<file path="src/design/cdts_pkg.sv">
// Shared types, codes and calendar helpers for the clock date and time setter.
`timescale 1ns / 1ps
package cdts_pkg;

  localparam int unsigned InDataW  = 16;
  localparam int unsigned OutDataW = 24;

  localparam logic [3:0] ST_TIME    = 4'd0;
  localparam logic [3:0] ST_TIME_MO = 4'd4;
  localparam logic [3:0] ST_DATE    = 4'd5;
  localparam logic [3:0] ST_DATE_MO = 4'd9;

  localparam logic [3:0] FLD_HOUR   = 4'd1;
  localparam logic [3:0] FLD_MINUTE = 4'd2;
  localparam logic [3:0] FLD_DAY    = 4'd3;
  localparam logic [3:0] FLD_MONTH  = 4'd4;

  localparam logic [3:0] MON_JAN = 4'd1;
  localparam logic [3:0] MON_FEB = 4'd2;
  localparam logic [3:0] MON_MAR = 4'd3;
  localparam logic [3:0] MON_APR = 4'd4;
  localparam logic [3:0] MON_MAY = 4'd5;
  localparam logic [3:0] MON_JUN = 4'd6;
  localparam logic [3:0] MON_AUG = 4'd8;
  localparam logic [3:0] MON_SEP = 4'd9;
  localparam logic [3:0] MON_OCT = 4'd10;
  localparam logic [3:0] MON_NOV = 4'd11;
  localparam logic [3:0] MON_DEC = 4'd12;

  localparam logic [4:0] HOUR_MAX   = 5'd23;
  localparam logic [5:0] MINUTE_MAX = 6'd59;

  // Reciprocal of 25 scaled by 2^17
  localparam logic [12:0] RECIP_25   = 13'd5243;
  localparam int unsigned RECIP_SHFT = 17;

  typedef struct packed {
    logic [3:0] view_mode;
    logic [4:0] hour;
    logic [5:0] minute;
    logic [4:0] day;
    logic [3:0] month;
  } cdts_state_t;

  typedef struct packed {
    logic        mode_press;
    logic        set_press;
    logic [13:0] year;
  } cdts_event_t;

  function automatic logic is_leap(input logic [13:0] y);
    logic [26:0] prod;
    logic [9:0]  quo;
    logic [14:0] back;
    logic        by25;
    begin
      prod = y * RECIP_25;
      quo  = prod[RECIP_SHFT +: 10];
      back = quo * 5'd25;
      by25 = (back == {1'b0, y});
      return ((y[1:0] == 2'd0) && !by25) || ((y[3:0] == 4'd0) && by25);
    end
  endfunction

  function automatic logic [4:0] month_days(input logic [3:0] m, input logic leap);
    begin
      if (m == MON_FEB) begin
        return leap ? 5'd29 : 5'd28;
      end else if (m == MON_APR || m == MON_JUN || m == MON_SEP || m == MON_NOV) begin
        return 5'd30;
      end
      return 5'd31;
    end
  endfunction

endpackage

</file>
<file path="src/design/cdts_update.sv">
// Next-state logic: view and set mode stepping and field increments.
`timescale 1ns / 1ps
module cdts_update import cdts_pkg::*; (
  input  cdts_state_t cur_i,
  input  cdts_event_t evt_i,
  output cdts_state_t nxt_o
);

  logic       leap;
  logic [4:0] mdays;
  logic [3:0] field;
  logic       only_mode;
  logic       only_set;

  assign leap      = is_leap(evt_i.year);
  assign mdays     = month_days(cur_i.month, leap);
  assign field     = (cur_i.view_mode < ST_DATE) ? cur_i.view_mode : cur_i.view_mode - ST_DATE;
  assign only_mode = evt_i.mode_press && !evt_i.set_press;
  assign only_set  = evt_i.set_press && !evt_i.mode_press;

  always_comb begin
    nxt_o = cur_i;
    if (cur_i.view_mode <= ST_DATE_MO) begin
      if (only_mode) begin
        if (cur_i.view_mode == ST_TIME) begin
          nxt_o.view_mode = ST_DATE;
        end else if (cur_i.view_mode == ST_DATE) begin
          nxt_o.view_mode = ST_TIME;
        end else begin
          unique case (field)
            FLD_HOUR: begin
              nxt_o.hour = (cur_i.hour >= HOUR_MAX) ? 5'd0 : cur_i.hour + 5'd1;
            end
            FLD_MINUTE: begin
              nxt_o.minute = (cur_i.minute >= MINUTE_MAX) ? 6'd0 : cur_i.minute + 6'd1;
            end
            FLD_DAY: begin
              nxt_o.day = (cur_i.day >= mdays) ? 5'd1 : cur_i.day + 5'd1;
            end
            FLD_MONTH: begin
              if (cur_i.month >= MON_DEC) begin
                nxt_o.month = MON_JAN;
              end else begin
                // Clamp the day to the month being entered
                if ((cur_i.month == MON_MAR || cur_i.month == MON_MAY ||
                     cur_i.month == MON_AUG || cur_i.month == MON_OCT) &&
                    cur_i.day >= 5'd31) begin
                  nxt_o.day = 5'd30;
                end else if (cur_i.month == MON_JAN && cur_i.day > 5'd28) begin
                  nxt_o.day = 5'd28;
                end
                nxt_o.month = cur_i.month + 4'd1;
              end
            end
            default: begin
            end
          endcase
        end
      end else if (only_set) begin
        if (cur_i.view_mode == ST_TIME_MO) begin
          nxt_o.view_mode = ST_TIME;
        end else if (cur_i.view_mode == ST_DATE_MO) begin
          nxt_o.view_mode = ST_DATE;
        end else begin
          nxt_o.view_mode = cur_i.view_mode + 4'd1;
        end
      end
    end
  end

endmodule

</file>
<file path="src/design/clock_date_time_setter.sv">
// Top level of the clock date and time setter: input register, update, state register.
`timescale 1ns / 1ps
// Usage
//   Slave channel: one debounced button event per item (mode press, set press,
//   current year). Master channel: the view mode, hour, minute, day and month
//   after that event, one result item per input item.
// Timing: an accepted item sits in the input register and is applied to the
//   clock state once the master channel can take a new result; the state
//   register then offers that result on the master channel.
// Throughput: one item per cycle while m_axis_tready is high; the calendar
//   update is a single pass of logic between the input register and the state
//   register, which is also the result register.
// Reset: the state returns to time set hour, 00:00, first of January; both
//   channels empty.
// Stall: while a result waits for m_axis_tready the pending input item is
//   held and the state does not advance; s_axis_tready drops once the input
//   register is full as well, so no item is lost.
module clock_date_time_setter import cdts_pkg::*; (
  input  logic                clk_i,
  input  logic                rst_ni,
  input  logic                s_axis_tvalid,
  output logic                s_axis_tready,
  // [0] mode_press, [1] set_press, [15:2] year
  input  logic [InDataW-1:0]  s_axis_tdata,
  output logic                m_axis_tvalid,
  input  logic                m_axis_tready,
  // [3:0] view_mode, [8:4] hour, [14:9] minute, [19:15] day, [23:20] month
  output logic [OutDataW-1:0] m_axis_tdata
);

  logic        in_valid_q;
  cdts_event_t evt_q;
  logic        out_valid_q;
  cdts_state_t st_q;
  cdts_state_t st_d;
  logic        advance;
  logic        take;

  assign advance       = in_valid_q && (!out_valid_q || m_axis_tready);
  assign s_axis_tready = !in_valid_q || advance;
  assign take          = s_axis_tvalid && s_axis_tready;

  always_ff @(posedge clk_i or negedge rst_ni) begin
    if (!rst_ni) begin
      in_valid_q <= 1'b0;
    end else if (take) begin
      in_valid_q <= 1'b1;
    end else if (advance) begin
      in_valid_q <= 1'b0;
    end
  end

  always_ff @(posedge clk_i) begin
    if (take) begin
      evt_q.mode_press <= s_axis_tdata[0];
      evt_q.set_press  <= s_axis_tdata[1];
      evt_q.year       <= s_axis_tdata[15:2];
    end
  end

  cdts_update u_update (
    .cur_i (st_q),
    .evt_i (evt_q),
    .nxt_o (st_d)
  );

  always_ff @(posedge clk_i or negedge rst_ni) begin
    if (!rst_ni) begin
      out_valid_q  <= 1'b0;
      st_q.view_mode <= FLD_HOUR;
      st_q.hour      <= 5'd0;
      st_q.minute    <= 6'd0;
      st_q.day       <= 5'd1;
      st_q.month     <= MON_JAN;
    end else begin
      if (advance) begin
        out_valid_q <= 1'b1;
        st_q        <= st_d;
      end else if (m_axis_tready) begin
        out_valid_q <= 1'b0;
      end
    end
  end

  assign m_axis_tvalid = out_valid_q;
  assign m_axis_tdata  = {st_q.month, st_q.day, st_q.minute, st_q.hour, st_q.view_mode};

`ifndef SYNTHESIS
  a_mode_range: assert property (@(posedge clk_i) disable iff (!rst_ni)
    st_q.view_mode <= ST_DATE_MO)
    else $error("view mode out of range");

  a_field_range: assert property (@(posedge clk_i) disable iff (!rst_ni)
    st_q.hour <= HOUR_MAX && st_q.minute <= MINUTE_MAX &&
    st_q.day >= 5'd1 && st_q.day <= 5'd31 &&
    st_q.month >= MON_JAN && st_q.month <= MON_DEC)
    else $error("clock field out of range");

  a_hold_state: assert property (@(posedge clk_i) disable iff (!rst_ni)
    !advance |=> $stable(st_q))
    else $error("state changed without an item");

  a_result_follows: assert property (@(posedge clk_i) disable iff (!rst_ni)
    advance |=> out_valid_q)
    else $error("result missing after update");

  a_no_overwrite: assert property (@(posedge clk_i) disable iff (!rst_ni)
    out_valid_q && !m_axis_tready |-> !advance)
    else $error("pending result overwritten");
`endif

endmodule
</file>
<file path="config.mk">
export PLATFORM = sky130hd
export DESIGN_NAME = clock_date_time_setter
export DESIGN_NICKNAME = d
export VERILOG_FILES = /design/src/design/cdts_pkg.sv /design/src/design/cdts_update.sv /design/src/design/clock_date_time_setter.sv
export SDC_FILE = /design/constraint.sdc
export NUM_CORES = 1
export LEC_CHECK = 0
export BUFFER_PORTS_ARGS = -buffer_cell sky130_fd_sc_hd__buf_4
export CAP_MARGIN = 20
export CORE_MARGIN = 3
export CORE_UTILIZATION = 65
export CTS_CLUSTER_DIAMETER = 60
export DETAILED_ROUTE_END_ITERATION = 10
export GPL_ROUTABILITY_DRIVEN = 0
export PLACE_DENSITY = 0.95
export SLEW_MARGIN = 30
export SYNTH_ARGS = -nofsm -noshare
export SYNTH_HDL_FRONTEND = slang
export SYNTH_SLANG_ARGS = --single-unit
</file>
<file path="constraint.sdc">
create_clock -name clk_i -period 20.9 [get_ports clk_i]
set_clock_uncertainty 0.1 [all_clocks]
set_input_delay 5.225 -clock clk_i [delete_from_list [all_inputs] [get_ports clk_i]]
set_output_delay 5.225 -clock clk_i [all_outputs]
set_load 0.02 [all_outputs]
</file>
==> summary.txt, run 1 <==
Run status
  • Status: finished clean

Detailed routing
  • DR WL/cell: 19.5 um
  • Drt total wl: 16800 um
  • Via count: 5341
  • DRT iter0 DRCs: 489
  • Drc violations: 0
  • Initial DRT Pass Iterations: 6
  • Final antenna-violating net count: 0
  • Vias/cell: 6.22

Floorplan
  • Row Count: 36
  • Core ar.: 0.00986 mm^2
  • Die Area: 0.0115 mm^2
  • Die Height: 107 um
  • Die X-Extent: 107 um
  • Starting Density: 67.2%
  • I/O pin cnt: 46

Run
  • Max-Cap Viols: 0

Synthesis
  • Syn nets: 918
  • Post-synth EDFFs: 16
  • Mapped Area: 0.00663 mm^2
  • Main combinational cell family by area after synthesis: adder cells
  • Synth Area in Compound Gates: 11.1%
  • Synth Warn #: 0
  • Synth cell types: 60
  • Top cells by area, synth: ha_1 (28%), fa_1 (21%), dfrtp_1 (8.7%)
  • Synth cell count leaders: ha_1 (149), inv_1 (143), fa_1 (68)
  • Yosys top cell area share: 28.1%
  • Fraction of registers with async set/reset: 61.9%
  • Cell taking the most area after synthesis: ha_1
  • Sequential area share after synthesis: 17.1%
  • Ys flop type: dfrtp_1
  • Post-synthesis mux area share: 0.604%
  • Synth Instances: 681
  • #FFs+latches synth: 42
  • Most common cell in the synthesized netlist: ha_1
  • Simple-gate area share of the yosys netlist: 9.00%
  • Post-synthesis xor/xnor area fraction: 4.75%
  • Syn_area_per_cell: 9.74 um^2
  • Synth Area in Adders: 48.6%

Hold path
  • Worst Hold Depth: 1
  • Min-delay worst type: reg -> reg

Clocking
  • Clk_lat worst skew: 0.33 ns
  • Post-cts sizing count: 0
  • Worst-path clk slew: 0.08 ns
  • Cts bufs inserted: 5
  • Cts hold-fix bufs: 0
  • Clock Sink Count: 42
  • CTS tree: built
  • H-Tree Depth: 2
  • CTS Root Cell: clkbuf_8
  • Post-CTS setup buffers: 0
  • Max Root-Sink Buffers: 2

Finish
  • Antenna cells: 0
  • Layout Nets: 961
  • # fillers: 575
  • Final Util: 72.9%
  • Layout cells sized above 1: 9.52%
  • Syn-to-layout area delta: 8.49%

STA
  • Final hold vios: 0
  • Tmin final: 11.30 ns
  • RSZ-0062 raised after global routing: no
  • Slew headroom: 48.4%
  • Max frequency: 88.5 MHz
  • Least-Margin Pin Slew: 0.774 ns
  • Final Cycle Share: 54.1%
  • Final setup vio count: 0
  • Pins Over Slew Limit: 0
  • Setup TNS Final: 0 ns

Critical path
  • Crit. End Element: primary output
  • Reg2Reg Depth: 38
  • WS Path Type: in -> out
  • CP required: 15.58 ns
  • Worst Path Max Fanout: 3
  • Worst Path Arrival: 5.98 ns
  • Startpoint Class: input port

Placement
  • IO buf count: 45
  • Post-DP HPWL: 13600 um

Global route
  • Largest net degree at the start of global routing: 27
  • Total global routing overflow: 0
  • Initial antenna violation count: 0
  • GRT Resource Usage Total: 31.2%
  • Number of global-route vias before repair: 5801
  • First-pass GRT wire length: 27900 um
## cell families (layout without fill, tap and decap cells)
group	after synthesis	count (layout)
AO/OA/AOI/OAI	108	108
XOR/XNOR	36	36
adder cells (fa/ha/maj)	217	217
buffers and inverters	152	196
flip-flops	42	42
multiplexers	4	4
AND/OR/NAND/NOR	122	122
## cells in the final DEF, fill, tap and decap left out, drive strengths merged, types with 16 or more instances in the layout
cell type and n:
edfxtp 16, buf 45, dfrtp 23, o21ai 34
xnor2 28, ha 149, nor2 28, fa 68
inv 144, nand2 38, a21oi 24
## worst max-delay path, stage by stage
cell     delay [ns]
buf_4          0.11
nor2b_1        0.30
nand2_1        0.16
buf_4          0.18
## sequential cells by signal, summed over array words and instances, names as in the netlist
| signal | flops |
|---|---|
| evt_q | 16 |
| m_axis_tvalid | 1 |
| m_axis_tdata | 24 |
| in_valid_q | 1 |
## final timing paths
check	endpoint	startpoint	slack [ns]
max	s_axis_tready	m_axis_tready	9.60
min	m_axis_tvalid	in_valid_q	0.42
max reg2reg	m_axis_tdata[16]	evt_q[9]	10.83
min reg2reg	m_axis_tvalid	in_valid_q	0.42
max in group asynchronous	m_axis_tdata[15]	rst_ni	15.71
min in group asynchronous	m_axis_tdata[18]	rst_ni	4.70
## metrics by stage
stage	instances	setup WS, ns	area [um^2]	hold WS, ns
finish	858	9.60	7190	0.419
global route	858	9.52	7190	0.439
CTS	858	9.58	7190	0.424
detailed placement	850	9.58	7090	0.412
global placement	850	9.69	7090	0.378
floorplan	681	9.90	6630	0.363
## layer usage
metal | up-vias | share of wire [%] | global-route usage [%]
met2 | 265 | 52 | 56.1
met4 | 0 | 5.1 | 16.2
li1 | 2350 | - | -
met3 | 86 | 6.0 | 5.24
met1 | 2640 | 37 | 35.5
met5 | - | 0 | 0
## cell type report
type	count	area [um^2]	share of cell area, %
multi-input combinational	487	4910	68.3
tap	133	166	2.31
sequential	42	1130	15.8
inverter	143	537	7.46
timing repair buffer	45	338	4.70
clock buffer	7	97.6	1.36
clock inverter	1	6.26	0.0870
Power of run 1 is not shown: default switching activity piles up to over one toggle a cycle in this logic, so the estimate is an artifact.
==> inputs of run 2 (changes only) <==
--- a/config.mk
+++ b/config.mk
@@ -8,11 +8,11 @@
 export BUFFER_PORTS_ARGS = -buffer_cell sky130_fd_sc_hd__buf_4
 export CAP_MARGIN = 20
 export CORE_MARGIN = 3
-export CORE_UTILIZATION = 65
+export CORE_UTILIZATION = 57
 export CTS_CLUSTER_DIAMETER = 60
 export DETAILED_ROUTE_END_ITERATION = 10
 export GPL_ROUTABILITY_DRIVEN = 0
-export PLACE_DENSITY = 0.95
+export PLACE_DENSITY = 0.89
 export SLEW_MARGIN = 30
 export SYNTH_ARGS = -nofsm -noshare
 export SYNTH_HDL_FRONTEND = slang
==> constraint.sdc (replaced) <==
create_clock -name clk_i -period 9.2 [get_ports clk_i]
set_clock_uncertainty 0.1 [all_clocks]
set_input_delay 2.3 -clock clk_i [delete_from_list [all_inputs] [get_ports clk_i]]
set_output_delay 2.3 -clock clk_i [all_outputs]
set_load 0.02 [all_outputs]
==> summary.txt, run 2 (synthesis gave the netlist of run 1 again) <==
Run status
  • Status: finished clean

Clocking
  • Max Root-Sink Buffers: 2
  • Clk_lat worst skew: 0.29 ns
  • CTS Root Cell: clkbuf_16
  • Cts hold-fix bufs: 0
  • Clock Sink Count: 42
  • Cts bufs inserted: 5
  • Worst-path clk slew: 0.06 ns
  • H-Tree Depth: 2
  • CTS tree: built

Critical path
  • CP required: 9.28 ns
  • Worst Path Arrival: 9.25 ns
  • Crit. End Element: flip-flop
  • WS Path Type: reg -> reg
  • Worst Path Max Fanout: 4
  • Startpoint Class: flip-flop
  • Most used cell, CP: ha_1
  • Buf+Inv Stages, Crit Path: 5
  • Slowest cell on the critical path: fa_1
  • CP peak stage delay: 0.53 ns
  • Worst path top cell family by delay: adder cells

STA
  • Final setup vio count: 0
  • Pins Over Slew Limit: 0
  • Final hold vios: 0
  • Max frequency: 109 MHz
  • Least-Margin Pin Slew: 0.785 ns
  • WHS: 0.448 ns
  • Final Cycle Share: 99.7%
  • Tmin final: 9.17 ns
  • Slew headroom: 47.7%

Detailed routing
  • Initial DRT Pass Iterations: 5
  • DRT iter0 DRCs: 382
  • Via count: 5525
  • Drt total wl: 18900 um
  • DR WL/cell: 21.0 um
  • Drc violations: 0
  • Final antenna-violating net count: 0
  • Vias/cell: 6.13

Finish
  • Most frequent cells in the layout: ha_1 (144), inv_1 (143), buf_4 (79)
  • # fillers: 717
  • Antenna cells: 0
  • Max FFs per register: 24
  • Layout Nets: 997
  • Syn-to-layout area delta: 16.4%
  • Most common cell after layout, fill and taps aside: ha_1
  • Layout cells sized above 1: 16.7%

Floorplan
  • Starting Density: 59.6%
  • Die Area: 0.0130 mm^2
  • I/O pin cnt: 46
  • Die Height: 114 um
  • Core ar.: 0.0111 mm^2
  • Row Count: 38
  • Die X-Extent: 114 um

Run
  • Max-Cap Viols: 0

Global route
  • First-pass GRT wire length: 27300 um
  • Total global routing overflow: 0
  • GRT Resource Usage Total: 26.5%
  • Initial antenna violation count: 0
  • Number of global-route vias before repair: 5561
  • Largest net degree at the start of global routing: 27

Placement
  • Post-DP HPWL: 13400 um
  • IO buf count: 45

Hold path
  • Min-delay worst type: reg -> reg
[run 2: path summary, 6_finish.rpt]
| path | startpoint | endpoint | slack (ns) | cells after the start |
|---|---|---|---|---|
| max | evt_q[9] | m_axis_tdata[17] | 0.03 | 35 |
| min | in_valid_q | m_axis_tvalid | 0.45 | 1 |
| max reg2reg | evt_q[9] | m_axis_tdata[17] | 0.03 | 35 |
| min reg2reg | in_valid_q | m_axis_tvalid | 0.45 | 1 |
| max in group asynchronous | rst_ni | m_axis_tdata[20] | 6.87 | 1 |
| min in group asynchronous | rst_ni | m_axis_tdata[4] | 1.82 | 1 |
[run 2: routing by layer]
metal	track usage, %	up-vias	part of all wire, %
met3	5.31	96	7.0
met2	46.1	320	50
met5	0	-	0
li1	-	2430	-
met1	32.1	2679	37
met4	11.1	0	5.8
[run 2: area by class of cell]
type / instances / area (um^2) / area share, %
clock inverters: 2 / 36.3 / 0.470
multi-input cells: 487 / 5090 / 66.0
flip-flops and latches: 42 / 1130 / 14.7
clock buffers: 6 / 129 / 1.67
well taps: 140 / 175 / 2.27
inverters: 143 / 537 / 6.95
repair buffers: 81 / 616 / 7.98
[run 2: metrics by stage]
stage / TNS [ns] / cells / worst slack [ns] / area, um^2 / util [%]
final: 0 / 901 / 0.0287 / 7720 / 69.4
after detailed placement: 0 / 873 / 0.166 / 7220 / 64.9
after global routing: -1.25 / 901 / -0.315 / 7720 / 69.4
after global placement: 0 / 873 / 0.334 / 7220 / 64.9
after CTS: 0 / 881 / 0.128 / 7380 / 66.4
after floorplan: 0 / 681 / 0.858 / 6630 / -
[run 2: what timing repair did]
| item | in CTS | in global routing |
|---|---|---|
| hold endpoints to repair | 0 | 0 |
| resized for setup | 0 | 33 |
| buffers inserted | 0 | 20 |
| endpoints found under the setup margin | 0 | 5 |
Power of run 2 is left out for the same reason.
==> inputs of run 3 (changes only) <==
--- a/config.mk
+++ b/config.mk
@@ -8,12 +8,13 @@
 export BUFFER_PORTS_ARGS = -buffer_cell sky130_fd_sc_hd__buf_4
 export CAP_MARGIN = 20
 export CORE_MARGIN = 3
-export CORE_UTILIZATION = 57
+export CORE_UTILIZATION = 58
 export CTS_CLUSTER_DIAMETER = 60
 export DETAILED_ROUTE_END_ITERATION = 10
 export GPL_ROUTABILITY_DRIVEN = 0
-export PLACE_DENSITY = 0.89
+export PLACE_DENSITY = 0.9
 export SLEW_MARGIN = 30
 export SYNTH_ARGS = -nofsm -noshare
 export SYNTH_HDL_FRONTEND = slang
+export SYNTH_HIERARCHICAL = 1
 export SYNTH_SLANG_ARGS = --single-unit
==> summary.txt, run 3 <==
STA
  • Slew headroom: 36.9%
  • Setup TNS Final: -1.14 ns
  • Pins Over Slew Limit: 0
  • Final WS setup: -0.349 ns
  • Final setup vio count: 5
  • Least-Margin Pin Slew: 0.947 ns
  • Tmin final: 9.55 ns
  • WHS: 0.491 ns
  • RSZ-0062 raised after global routing: yes
  • Max frequency: 105 MHz
  • Final Cycle Share: 104%
  • Final hold vios: 0

Finish
  • Layout cells sized above 1: 26.9%
  • FF/Latch Area: 0.00113 mm^2
  • Post-route design area: 0.00890 mm^2
  • Most common cell after layout, fill and taps aside: inv_1
  • Non-Filler Instances: 1024
  • Syn-to-layout area delta: 20.6%
  • Area of the multi-input gates: 0.00608 mm^2
  • Layout Nets: 1091
  • # fillers: 740
  • Most frequent cells in the layout: inv_1 (132), ha_1 (124), buf_4 (96)
  • Antenna cells: 0
  • Max FFs per register: 24

Floorplan
  • Die Height: 119 um
  • Die X-Extent: 119 um
  • I/O pin cnt: 46
  • Core ar.: 0.0122 mm^2
  • Die Area: 0.0141 mm^2
  • Row Count: 40
  • Starting Density: 60.4%

Placement
  • Post-DP HPWL: 14400 um
  • Placed Area: 0.00813 mm^2
  • Cells after DPL: 999
  • IO buf count: 45

Synthesis
  • Sequential area share after synthesis: 15.4%
  • Synth Instances: 759
  • Yosys top cell area share: 25.1%
  • Mapped Area: 0.00738 mm^2
  • Cell taking the most area after synthesis: ha_1
  • Syn_area_per_cell: 9.72 um^2
  • Top cells by area, synth: ha_1 (25%), fa_1 (18%), dfrtp_1 (7.8%)
  • Synth cell count leaders: ha_1 (148), inv_1 (147), fa_1 (68)
  • #FFs+latches synth: 42
  • Most common cell in the synthesized netlist: ha_1
  • Synth cell types: 78
  • Fraction of registers with async set/reset: 61.9%
  • Syn nets: 995
  • Ys flop type: dfrtp_1
  • Synth Warn #: 6
  • Post-synth EDFFs: 16

Critical path
  • CP peak stage delay: 0.59 ns
  • Reg-to-reg startpoint: evt_q[12]
  • Slowest cell on the critical path: fa_1
  • CP required: 9.28 ns
  • WS Path Type: reg -> reg
  • Reg2Reg Depth: 40
  • Worst path top cell family by delay: adder cells
  • Crit path launch: evt_q[12]
  • Worst Path Max Fanout: 4
  • CP Depth: 40
  • Buf+Inv Stages, Crit Path: 9
  • Worst Path Arrival: 9.63 ns
  • Startpoint Class: flip-flop
  • Crit. End Element: flip-flop

Global route
  • Number of global-route vias before repair: 6380
  • Total global routing overflow: 0
  • GRT Resource Usage Total: 27.3%
  • Largest net degree at the start of global routing: 27
  • First-pass GRT wire length: 31100 um
  • Initial antenna violation count: 0

Detailed routing
  • Final antenna-violating net count: 0
  • Drt total wl: 23900 um
  • DRT iter0 DRCs: 751
  • DR WL/cell: 23.4 um
  • Initial DRT Pass Iterations: 6
  • Vias/cell: 6.57
  • Via count: 6724
  • Drc violations: 0

Clocking
  • Max Root-Sink Buffers: 2
  • Cts bufs inserted: 5
  • Worst-path clk slew: 0.09 ns
  • Clock Sink Count: 42
  • H-Tree Depth: 2
  • CTS Root Cell: clkbuf_16
  • Cts hold-fix bufs: 0
  • CTS tree: built
  • Clk_lat worst skew: 0.31 ns

Hold path
  • Worst Hold Depth: 1
  • Hold path startpoint: in_valid_q
  • Min-delay worst type: reg -> reg

Run
  • Max-Cap Viols: 0

Run status
  • Status: complete, but fails checks
  • Violated checks: setup timing
[run 3: cell count changes in the layout (fill, tap and decap cells not counted), moves of 10 or more]
cell     previous run  this run
a21oi_1            20        30
buf_4              79        96
ha_1              144       124
ha_4                5        21
inv_1             143       132
inv_2               0        15
mux2_4              0        20
o21ai_0            31        20
[run 3: area by class of cell]
type / instances / area share, %
multi-input cells: 558 / 68.3
clock buffers: 5 / 1.41
well taps: 168 / 2.36
clock inverters: 3 / 0.253
inverters: 147 / 6.20
repair buffers: 101 / 8.73
flip-flops and latches: 42 / 12.8
[run 3: timing repair]
item	4_1_cts	5_1_grt
endpoints found under the setup margin	5	5
pin swaps	11	56
setup buffers	1	16
endpoints found under the hold margin	0	0
cloned	0	0
resized for setup	24	68
[run 3: logic make-up (layout without fill, tap and decap cells)]
family	after synthesis	in the layout	synth area share, %
AOI/OAI and AO/OA	139	139	12.6
xor gates and xnor gates	35	35	4.34
adders and majority gates	216	216	43.5
buffers and inverters	159	256	8.75
DFF	42	42	15.4
muxes	27	27	5.10
and+or+nand+nor	141	141	10.3
[run 3: path summary, 6_finish.rpt]
kind / end / slack, ns
worst max-delay path: m_axis_tdata[18] / -0.35
worst min-delay path: m_axis_tvalid / 0.49
worst max register to register: m_axis_tdata[18] / -0.35
worst min register to register: m_axis_tvalid / 0.49
max in group asynchronous: m_axis_tdata[20] / 6.87
min in group asynchronous: m_axis_tdata[4] / 1.80
[run 3: per-stage QoR]
stage	worst slack [ns]	util (%)
global route	-0.609	72.9
global placement	-0.0102	66.5
floorplan	0.00872	-
finish	-0.349	72.9
detailed placement	-0.421	66.5
CTS	0.00646	68.8
[run 3: metal layers]
metal | wire, um | up-vias | global-route usage [%]
met5 | 0 | - | 0
met4 | 2080 | 0 | 13.6
met3 | 2130 | 197 | 3.73
met2 | 11400 | 515 | 48.0
met1 | 8380 | 3213 | 32.7
li1 | - | 2799 | -
Power of run 3 is left out for the same reason.
